**config.mk**
```make
export PLATFORM = sky130hd
export DESIGN_NAME = double_ended_queue_top_flat
export DESIGN_NICKNAME = d
export VERILOG_FILES = /design/src/sv/dq_pkg.sv /design/src/sv/dq_if.sv /design/src/sv/dq_ram.sv /design/src/sv/dq_ctrl.sv /design/src/sv/dq_datapath.sv /design/src/sv/double_ended_queue_top.sv /design/src/flat_wrapper.sv
export SDC_FILE = /design/constraint.sdc
export NUM_CORES = 2
export LEC_CHECK = 0
export BUFFER_PORTS_ARGS = -buffer_cell sky130_fd_sc_hd__buf_2
export CORE_ASPECT_RATIO = 1.5
export CORE_MARGIN = 3
export CORE_UTILIZATION = 41
export DETAILED_ROUTE_END_ITERATION = 8
export SLEW_MARGIN = 20
export SYNTH_ARGS = -nofsm -noshare
export SYNTH_HDL_FRONTEND = slang
export SYNTH_HIERARCHICAL = 1
export SYNTH_SLANG_ARGS = --single-unit
```
**constraint.sdc**
```tcl
create_clock -name clk_i -period 6 [get_ports clk_i]
set_clock_uncertainty 0.05 [all_clocks]
set_input_delay 0.3 -clock clk_i [delete_from_list [all_inputs] [get_ports clk_i]]
set_output_delay 0.3 -clock clk_i [all_outputs]
set_load 0.005 [all_outputs]
```
**src/sv/dq_pkg.sv**
```systemverilog
// ----------------------------------------------------------------------------
// dq_pkg
// Shared types, constants and helpers for the double-ended queue.
// ----------------------------------------------------------------------------
package dq_pkg;

  localparam int CAPACITY    = 64;
  localparam int PTR_W       = $clog2(CAPACITY);
  localparam int CNT_W       = $clog2(CAPACITY + 1);
  localparam int WORD_W      = 32;
  localparam int COUNT_OUT_W = 7;

  typedef enum logic [1:0] {
    OP_PUSH_FRONT = 2'd0,
    OP_PUSH_BACK  = 2'd1,
    OP_POP_FRONT  = 2'd2,
    OP_POP_BACK   = 2'd3
  } dq_op_e;

  typedef enum logic [1:0] {
    ERR_NONE  = 2'd0,
    ERR_EMPTY = 2'd1,
    ERR_FULL  = 2'd2
  } dq_err_e;

  typedef enum logic [1:0] {
    ST_IDLE,
    ST_EXEC,
    ST_DONE
  } dq_state_e;

  typedef struct packed {
    logic latch_in;
    logic ram_we;
    logic ram_re;
    logic commit;
  } dq_cmd_t;

  typedef struct packed {
    logic is_push;
    logic full;
    logic empty;
    logic out_free;
  } dq_status_t;

  // Adds an offset to a ring index, wrapping at the capacity.
  function automatic logic [PTR_W-1:0] ptr_add(input logic [PTR_W-1:0] ptr,
                                               input logic [PTR_W-1:0] off);
    logic [PTR_W:0] sum;
    sum = {1'b0, ptr} + {1'b0, off};
    if (sum >= (PTR_W+1)'(CAPACITY)) begin
      sum = sum - (PTR_W+1)'(CAPACITY);
    end
    return sum[PTR_W-1:0];
  endfunction

endpackage

```
**src/sv/dq_if.sv**
```systemverilog
// ----------------------------------------------------------------------------
// dq_in_if / dq_out_if
// Valid/ready channels that carry one operation word in and one result word out.
// ----------------------------------------------------------------------------
interface dq_in_if;
  logic               valid;
  logic               ready;
  logic [1:0]         operation;
  logic signed [31:0] push_value;

  modport source (output valid, output operation, output push_value, input ready);
  modport sink   (input valid, input operation, input push_value, output ready);
endinterface

interface dq_out_if;
  logic               valid;
  logic               ready;
  logic signed [31:0] popped_value;
  logic [1:0]         error_code;
  logic signed [31:0] front_value;
  logic signed [31:0] back_value;
  logic               is_empty;
  logic [6:0]         entry_count;

  modport source (output valid, output popped_value, output error_code,
                  output front_value, output back_value, output is_empty,
                  output entry_count, input ready);
  modport sink   (input valid, input popped_value, input error_code,
                  input front_value, input back_value, input is_empty,
                  input entry_count, output ready);
endinterface

```
**src/sv/dq_ram.sv**
```systemverilog
// ----------------------------------------------------------------------------
// dq_ram
// Generic single-write, single-read RAM with a registered read port.
// ----------------------------------------------------------------------------
module dq_ram #(
  parameter int WIDTH = 32,
  parameter int DEPTH = 64
) (
  input  logic                     clk_i,
  input  logic                     we_i,
  input  logic [$clog2(DEPTH)-1:0] waddr_i,
  input  logic [WIDTH-1:0]         wdata_i,
  input  logic                     re_i,
  input  logic [$clog2(DEPTH)-1:0] raddr_i,
  output logic [WIDTH-1:0]         rdata_o
);

  logic [WIDTH-1:0] mem_q [DEPTH];
  logic [WIDTH-1:0] rdata_q;

  always_ff @(posedge clk_i) begin
    if (we_i) begin
      mem_q[waddr_i] <= wdata_i;
    end
    if (re_i) begin
      rdata_q <= mem_q[raddr_i];
    end
  end

  assign rdata_o = rdata_q;

endmodule

```
**src/sv/dq_ctrl.sv**
```systemverilog
// ----------------------------------------------------------------------------
// dq_ctrl
// Sequencer that takes one operation, runs the storage access and commits.
// ----------------------------------------------------------------------------
module dq_ctrl (
  input  logic               clk_i,
  input  logic               rst_ni,
  input  logic               in_valid_i,
  output logic               in_ready_o,
  input  dq_pkg::dq_status_t status_i,
  output dq_pkg::dq_cmd_t    cmd_o
);
  import dq_pkg::*;

  dq_state_e state_q, state_d;

  always_ff @(posedge clk_i or negedge rst_ni) begin
    if (!rst_ni) begin
      state_q <= ST_IDLE;
    end else begin
      state_q <= state_d;
    end
  end

  always_comb begin
    state_d    = state_q;
    in_ready_o = 1'b0;
    cmd_o      = '0;
    unique case (state_q)
      ST_IDLE: begin
        in_ready_o = 1'b1;
        if (in_valid_i) begin
          cmd_o.latch_in = 1'b1;
          state_d        = ST_EXEC;
        end
      end
      ST_EXEC: begin
        cmd_o.ram_we = status_i.is_push && !status_i.full;
        cmd_o.ram_re = !status_i.is_push && !status_i.empty;
        state_d      = ST_DONE;
      end
      ST_DONE: begin
        if (status_i.out_free) begin
          cmd_o.commit = 1'b1;
          state_d      = ST_IDLE;
        end
      end
      default: begin
        state_d = ST_IDLE;
      end
    endcase
  end

endmodule

```
**src/sv/dq_datapath.sv**
```systemverilog
// ----------------------------------------------------------------------------
// dq_datapath
// Ring pointers, cached end words, entry storage and the result register.
// ----------------------------------------------------------------------------
module dq_datapath (
  input  logic               clk_i,
  input  logic               rst_ni,
  input  logic [1:0]         operation_i,
  input  logic signed [31:0] push_value_i,
  input  dq_pkg::dq_cmd_t    cmd_i,
  output dq_pkg::dq_status_t status_o,
  dq_out_if.source           out_o
);
  import dq_pkg::*;

  dq_op_e              op_q;
  logic [WORD_W-1:0]   value_q;
  logic [PTR_W-1:0]    front_ptr_q, front_ptr_d;
  logic [CNT_W-1:0]    count_q, count_d;
  logic [WORD_W-1:0]   front_word_q, front_word_d;
  logic [WORD_W-1:0]   back_word_q, back_word_d;
  logic                out_valid_q, out_valid_d;
  logic [WORD_W-1:0]   popped_q, popped_d;
  dq_err_e             err_q, err_d;

  logic [PTR_W-1:0]    front_dec;
  logic [PTR_W-1:0]    front_inc;
  logic [PTR_W-1:0]    back_slot;
  logic [PTR_W-1:0]    before_back;
  logic [PTR_W-1:0]    ram_waddr;
  logic [PTR_W-1:0]    ram_raddr;
  logic [WORD_W-1:0]   ram_rdata;
  logic                full;
  logic                empty;
  logic                is_push;
  logic                out_free;

  assign full      = (count_q == CNT_W'(CAPACITY));
  assign empty     = (count_q == '0);
  assign is_push   = (op_q == OP_PUSH_FRONT) || (op_q == OP_PUSH_BACK);
  assign out_free  = !out_valid_q || out_o.ready;

  assign front_dec   = ptr_add(front_ptr_q, PTR_W'(CAPACITY - 1));
  assign front_inc   = ptr_add(front_ptr_q, PTR_W'(1));
  assign back_slot   = ptr_add(front_ptr_q, PTR_W'(count_q));
  assign before_back = ptr_add(front_ptr_q, PTR_W'(count_q - CNT_W'(2)));

  assign ram_waddr = (op_q == OP_PUSH_FRONT) ? front_dec : back_slot;
  assign ram_raddr = (op_q == OP_POP_FRONT) ? front_inc : before_back;

  assign status_o.is_push  = is_push;
  assign status_o.full     = full;
  assign status_o.empty    = empty;
  assign status_o.out_free = out_free;

  dq_ram #(
    .WIDTH(WORD_W),
    .DEPTH(CAPACITY)
  ) u_store (
    .clk_i  (clk_i),
    .we_i   (cmd_i.ram_we),
    .waddr_i(ram_waddr),
    .wdata_i(value_q),
    .re_i   (cmd_i.ram_re),
    .raddr_i(ram_raddr),
    .rdata_o(ram_rdata)
  );

  always_ff @(posedge clk_i) begin
    if (cmd_i.latch_in) begin
      op_q    <= dq_op_e'(operation_i);
      value_q <= push_value_i;
    end
    if (cmd_i.commit) begin
      popped_q <= popped_d;
      err_q    <= err_d;
    end
  end

  always_comb begin
    front_ptr_d  = front_ptr_q;
    count_d      = count_q;
    front_word_d = front_word_q;
    back_word_d  = back_word_q;
    popped_d     = '0;
    err_d        = ERR_NONE;
    case (op_q) inside
      OP_PUSH_FRONT, OP_PUSH_BACK: begin
        if (full) begin
          err_d = ERR_FULL;
        end else begin
          count_d = count_q + CNT_W'(1);
          if (op_q == OP_PUSH_FRONT) begin
            front_ptr_d  = front_dec;
            front_word_d = value_q;
            if (empty) begin
              back_word_d = value_q;
            end
          end else begin
            back_word_d = value_q;
            if (empty) begin
              front_word_d = value_q;
            end
          end
        end
      end
      default: begin
        if (empty) begin
          err_d = ERR_EMPTY;
        end else begin
          count_d = count_q - CNT_W'(1);
          if (op_q == OP_POP_FRONT) begin
            popped_d    = front_word_q;
            front_ptr_d = front_inc;
            if (count_d == '0) begin
              front_word_d = '0;
              back_word_d  = '0;
            end else if (count_d == CNT_W'(1)) begin
              front_word_d = back_word_q;
            end else begin
              front_word_d = ram_rdata;
            end
          end else begin
            popped_d = back_word_q;
            if (count_d == '0) begin
              front_word_d = '0;
              back_word_d  = '0;
            end else if (count_d == CNT_W'(1)) begin
              back_word_d = front_word_q;
            end else begin
              back_word_d = ram_rdata;
            end
          end
        end
      end
    endcase
  end

  always_comb begin
    out_valid_d = out_valid_q;
    if (cmd_i.commit) begin
      out_valid_d = 1'b1;
    end else if (out_o.ready) begin
      out_valid_d = 1'b0;
    end
  end

  always_ff @(posedge clk_i or negedge rst_ni) begin
    if (!rst_ni) begin
      front_ptr_q  <= '0;
      count_q      <= '0;
      front_word_q <= '0;
      back_word_q  <= '0;
      out_valid_q  <= 1'b0;
    end else begin
      out_valid_q <= out_valid_d;
      if (cmd_i.commit) begin
        front_ptr_q  <= front_ptr_d;
        count_q      <= count_d;
        front_word_q <= front_word_d;
        back_word_q  <= back_word_d;
      end
    end
  end

  assign out_o.valid        = out_valid_q;
  assign out_o.popped_value = popped_q;
  assign out_o.error_code   = err_q;
  assign out_o.front_value  = front_word_q;
  assign out_o.back_value   = back_word_q;
  assign out_o.is_empty     = (count_q == '0);
  assign out_o.entry_count  = COUNT_OUT_W'(count_q);

  a_count_bound: assert property (@(posedge clk_i) disable iff (!rst_ni)
    count_q <= CNT_W'(CAPACITY))
    else $error("Entry count exceeds capacity.");

  a_ptr_bound: assert property (@(posedge clk_i) disable iff (!rst_ni)
    front_ptr_q < PTR_W'(CAPACITY - 1) || front_ptr_q == PTR_W'(CAPACITY - 1))
    else $error("Front pointer is outside the ring.");

  a_empty_zero: assert property (@(posedge clk_i) disable iff (!rst_ni)
    count_q == '0 |-> front_word_q == '0 && back_word_q == '0)
    else $error("Cached end words are not zero while the queue is empty.");

  a_commit_free: assert property (@(posedge clk_i) disable iff (!rst_ni)
    cmd_i.commit |-> out_free)
    else $error("Result committed while the output register is occupied.");

  a_single_access: assert property (@(posedge clk_i) disable iff (!rst_ni)
    !(cmd_i.ram_we && cmd_i.ram_re))
    else $error("Storage written and read in the same cycle.");

endmodule

```
**src/sv/double_ended_queue_top.sv**
```systemverilog
// Bounded double-ended queue of 64 signed 32-bit words. Each input word asks
// for a push or a pop at either end, and each one yields exactly one result
// word with the popped value, an error code and the front, back, empty and
// count status after the operation. One operation is in flight at a time: an
// accepted word goes through capture, storage access and commit, and the commit
// waits until the output register is free; the result is registered at commit.
// The storage access step serves the entry storage with its registered read,
// which a pop uses to fetch the new end word. Input is accepted even while an
// earlier result still waits at the output. No clearing pass follows reset; a
// word read from storage is used only if its entry was written.
// ----------------------------------------------------------------------------
// double_ended_queue_top
// Top level joining the sequencer and the queue datapath.
// ----------------------------------------------------------------------------
module double_ended_queue_top (
  input  logic      clk_i,
  input  logic      rst_ni,
  dq_in_if.sink     in_i,
  dq_out_if.source  out_o
);
  import dq_pkg::*;

  dq_cmd_t    cmd;
  dq_status_t status;

  dq_ctrl u_ctrl (
    .clk_i     (clk_i),
    .rst_ni    (rst_ni),
    .in_valid_i(in_i.valid),
    .in_ready_o(in_i.ready),
    .status_i  (status),
    .cmd_o     (cmd)
  );

  dq_datapath u_datapath (
    .clk_i       (clk_i),
    .rst_ni      (rst_ni),
    .operation_i (in_i.operation),
    .push_value_i(in_i.push_value),
    .cmd_i       (cmd),
    .status_o    (status),
    .out_o       (out_o)
  );

endmodule
```
**src/flat_wrapper.sv**
```systemverilog
// flat-port wrapper written by rule: the top's interface ports become plain ports
module double_ended_queue_top_flat import dq_pkg::*;
  (clk_i, rst_ni, in_i_valid, in_i_operation, in_i_push_value, in_i_ready, out_o_valid, out_o_popped_value, out_o_error_code, out_o_front_value, out_o_back_value, out_o_is_empty, out_o_entry_count, out_o_ready);
  dq_in_if in_i_i ();
  dq_out_if out_o_i ();
  input  logic clk_i;
  input  logic rst_ni;
  input wire logic [$bits(in_i_i.valid)-1:0] in_i_valid;
  input wire logic [$bits(in_i_i.operation)-1:0] in_i_operation;
  input wire logic [$bits(in_i_i.push_value)-1:0] in_i_push_value;
  output wire logic [$bits(in_i_i.ready)-1:0] in_i_ready;
  output wire logic [$bits(out_o_i.valid)-1:0] out_o_valid;
  output wire logic [$bits(out_o_i.popped_value)-1:0] out_o_popped_value;
  output wire logic [$bits(out_o_i.error_code)-1:0] out_o_error_code;
  output wire logic [$bits(out_o_i.front_value)-1:0] out_o_front_value;
  output wire logic [$bits(out_o_i.back_value)-1:0] out_o_back_value;
  output wire logic [$bits(out_o_i.is_empty)-1:0] out_o_is_empty;
  output wire logic [$bits(out_o_i.entry_count)-1:0] out_o_entry_count;
  input wire logic [$bits(out_o_i.ready)-1:0] out_o_ready;
  assign in_i_i.valid = in_i_valid;
  assign in_i_i.operation = in_i_operation;
  assign in_i_i.push_value = in_i_push_value;
  assign in_i_ready = in_i_i.ready;
  assign out_o_valid = out_o_i.valid;
  assign out_o_popped_value = out_o_i.popped_value;
  assign out_o_error_code = out_o_i.error_code;
  assign out_o_front_value = out_o_i.front_value;
  assign out_o_back_value = out_o_i.back_value;
  assign out_o_is_empty = out_o_i.is_empty;
  assign out_o_entry_count = out_o_i.entry_count;
  assign out_o_i.ready = out_o_ready;
  double_ended_queue_top u_core (.clk_i(clk_i), .rst_ni(rst_ni), .in_i(in_i_i), .out_o(out_o_i));
endmodule
```
==> results.yml <==
run_status:
  outcome: "completed"
logic_synthesis:
  yosys_most_used_dff: "edfxtp_1"
  synth_edf_count: 2148
  ys_warn_count: 6
  yosysSeqAreaShare: 0.765
  synth_area_per_cell_um2: 20.9
  syn_inst: 4161
  synth_nets: 4220
  syn_area_mm2: 0.0869
  ys_seq_elements: 2228
  synth_cell_types: 65
  ys_async_sr_fraction: 0.0359
timing:
  finalHoldViolations: 0
  slew_viol_final: 0
  fmax_mhz: 200
  fin_crit_ns: 4.99
  relSlewSlack: 0.244
  worst_slack_ns: 1.01
  setup_viol: 0
  fin_crit_sh: 0.832
  tns_ns: 0
  worst_pin_slew_ns: 1.13
  rsz0062_at_grt: "no"
layout:
  filler_cell_count: 17300
  final_common_cell: "edfxtp_1"
  design_area_mm2: 0.0988
  most-common-layout-cells: "2148 x edfxtp_1, 544 x mux4_2, 204 x clkbuf_16"
  utilization: 0.470
  area.growth.synth_to_final_pct: 13.7
  drive_gt1_frac: 0.272
  final_cell_count_no_fill: 7445
  fin_nets: 4541
cts:
  post-cts-setup-buffer-count: 0
  cts_tree: "yes"
  path_clk_slew_ns: 0.07
  cts_num_sinks: 2228
  cts_root_buf: "clkbuf_16"
  clkLatencyLatePin_ns: 0.85
  htreeDepth: 4
  clockBufferDepth: 4
  cts_buffers: 202
floorplan:
  die_y_um: 570
  ios: 146
  die_w_um: 382
  core_mm2: 0.210
  initial_core_util: 0.413
  dieArea_mm2: 0.218
  fp-row-count: 206
critical_path:
  start_kind: "flip-flop"
  path_max_fanout: 32
  critical_path_class: "reg2reg"
  crit_chain: "inv_1, ha_1, inv_1, ha_1, o21ai_0, o21bai_1, a21oi_1, mux2i_1, nand4_1, nand2b_2, o221ai_1, a21oi_1, a21oi_1, nor2_1"
  crit_required_ns: 6.52
  crit_path_frequent_cell: "a21oi_1"
  cp_num_buf_inv: 2
  cp.arrival_ns: 5.51
  worst_path_largest_cell_delay_ns: 0.90
  critPathTopFamily: "simple AND/OR/NAND/NOR gates"
  cp_slowest_cell: "nand2b_2"
  cp-end-kind: "flip-flop"
worst_hold_path:
  hold_class: "in2reg"
placement:
  portBuffers: 145
  placed_area_mm2: 0.0922
  dp_slack_ns: 1.01
  dp_hpwl_mm: 141
  globalplace.congestion: 0.880
  placed_cells: 7047
drt:
  vias: 44200
  drt_iter0_markers: 4666
  ant_nets: 0
  drc: 0
  drtPass1Iterations: 5
  vias_per_cell: 5.94
  post_drt_wl_per_cell_um: 31.5
  wirelength_mm: 235
pwr:
  leakage_nw: 31.3
  ir_drop_mv: 0.605
  power_density_mw_per_mm2: 613
grt:
  grt_overflow: 0
  antenna_found_initial: 19
  grt_pass1_wl_mm: 336
  grt_max_degree: 100
  grt_pass1_vias: 44500
  grt_usage: 0.214
flow_run:
  cap_violations: 0
registers in the layout, summed over array words and instances, names as in the netlist:
| register | cells |
|---|---|
| u_core/u_datapath/u_store/mem_q | 2048 |
| u_core/u_datapath/out_o.valid | 1 |
| u_core/u_datapath/out_o.back_value | 32 |
| u_core/u_datapath/out_o.error_code | 2 |
| u_core/u_datapath/out_o.front_value | 32 |
| u_core/u_ctrl/state_q | 2 |
| u_core/u_datapath/value_q | 32 |
| u_core/u_datapath/out_o.entry_count | 7 |
| u_core/u_datapath/op_q | 2 |
| u_core/u_datapath/front_ptr_q | 6 |
| u_core/u_datapath/out_o.popped_value | 32 |
| u_core/u_datapath/u_store/rdata_o | 32 |
worst paths after layout:
path | startpoint | end | slack (ns) | cells after the start
max | u_core/u_datapath/out_o.entry_count[1]$_DFFE_PN0P_ | u_core/u_datapath/u_store/rdata_o[26]$_DFFE_PP_ | 1.01 | 14
min | in_i_push_value[4] | u_core/u_datapath/value_q[4]$_DFFE_PP_ | 0.15 | 2
max reg2reg | u_core/u_datapath/out_o.entry_count[1]$_DFFE_PN0P_ | u_core/u_datapath/u_store/rdata_o[26]$_DFFE_PP_ | 1.01 | 14
min reg2reg | u_core/u_datapath/out_o.valid$_DFFE_PN0P_ | u_core/u_datapath/out_o.valid$_DFFE_PN0P_ | 0.52 | 2
max in group asynchronous | rst_ni | u_core/u_datapath/out_o.front_value[7]$_DFFE_PN0P_ | 4.64 | 4
min in group asynchronous | rst_ni | u_core/u_datapath/out_o.front_value[19]$_DFFE_PN0P_ | 0.48 | 4
where the power goes:
part	switching (mW)	internal, mW	total [mW]
Combinational	17.6	11.3	28.9
Sequential	0.756	18.5	19.2
Clock	5.54	6.84	12.4
cells in the mapped netlist, types with 12 or more instances:
| cell | n | area (µm²) |
|---|---|---|
| buf_1 | 25 | 93.8 |
| a21boi_0 | 19 | 143 |
| nor3_1 | 15 | 75.1 |
| edfxtp_1 | 2148 | 64500 |
| o221ai_1 | 27 | 236 |
| a21boi_1 | 14 | 105 |
| buf_4 | 33 | 248 |
| dfrtp_1 | 80 | 2000 |
| nor2_1 | 152 | 571 |
| nand2_1 | 146 | 548 |
| mux4_2 | 544 | 12300 |
| a21oi_1 | 165 | 826 |
| xnor2_1 | 19 | 166 |
| ha_1 | 19 | 238 |
| o22ai_1 | 85 | 532 |
| inv_1 | 13 | 48.8 |
| buf_2 | 72 | 360 |
| and3_1 | 72 | 450 |
| nor2b_1 | 17 | 106 |
| o21ai_1 | 19 | 95.1 |
| o21ai_0 | 59 | 295 |
| mux2i_1 | 98 | 981 |
| clkbuf_1 | 120 | 450 |
| a31oi_1 | 58 | 363 |
| a22oi_1 | 12 | 90.1 |
layer usage:
layer  vias up  wire, µm  track usage
li1      17900         -            -
met1     24100     86400        0.265
met3       396     14100       0.0276
met5         -        41            0
met2      1798    125000        0.386
met4         6      8820       0.0747
final cells by class:
class | count | area, µm² | area share
Clock inverter | 108 | 915 | 0.00926
Inverter | 13 | 48.8 | 0.000494
Timing Repair Buffer | 377 | 2840 | 0.0287
Antenna cell | 8 | 20.0 | 0.000203
Sequential cell | 2228 | 66500 | 0.673
Clock buffer | 243 | 5270 | 0.0534
Tap cell | 2808 | 3510 | 0.0356
Multi-Input combinational cell | 1660 | 19700 | 0.199
through the flow:
stage,power [mW],hold slack (ns)
4_1_cts,61.1,0.0826
2_1_floorplan,37.2,-0.0456
3_3_place_gp,48.5,0.193
5_1_grt,62.7,0.123
6_report,60.5,0.146
3_5_place_dp,48.6,0.192
what timing repair did:
action	in CTS	in global routing
resized for setup	0	0
hold buffers	39	0
endpoints found under the setup margin	0	0
hold endpoints to repair	117	0
logic make-up (layout without fill, tap and decap cells):
kind of cell / Yosys count / after routing / synth area share
other cells: 0 / 8 / 0
compound gates: 501 / 501 / 0.0357
xor+xnor: 31 / 31 / 0.00321
mux: 644 / 644 / 0.152
buf+inv: 273 / 741 / 0.0151
flops: 2228 / 2228 / 0.765
fa+ha+maj: 21 / 21 / 0.00320
simple gates: 463 / 463 / 0.0252
Note: power is estimated with default switching activity, not from simulation.
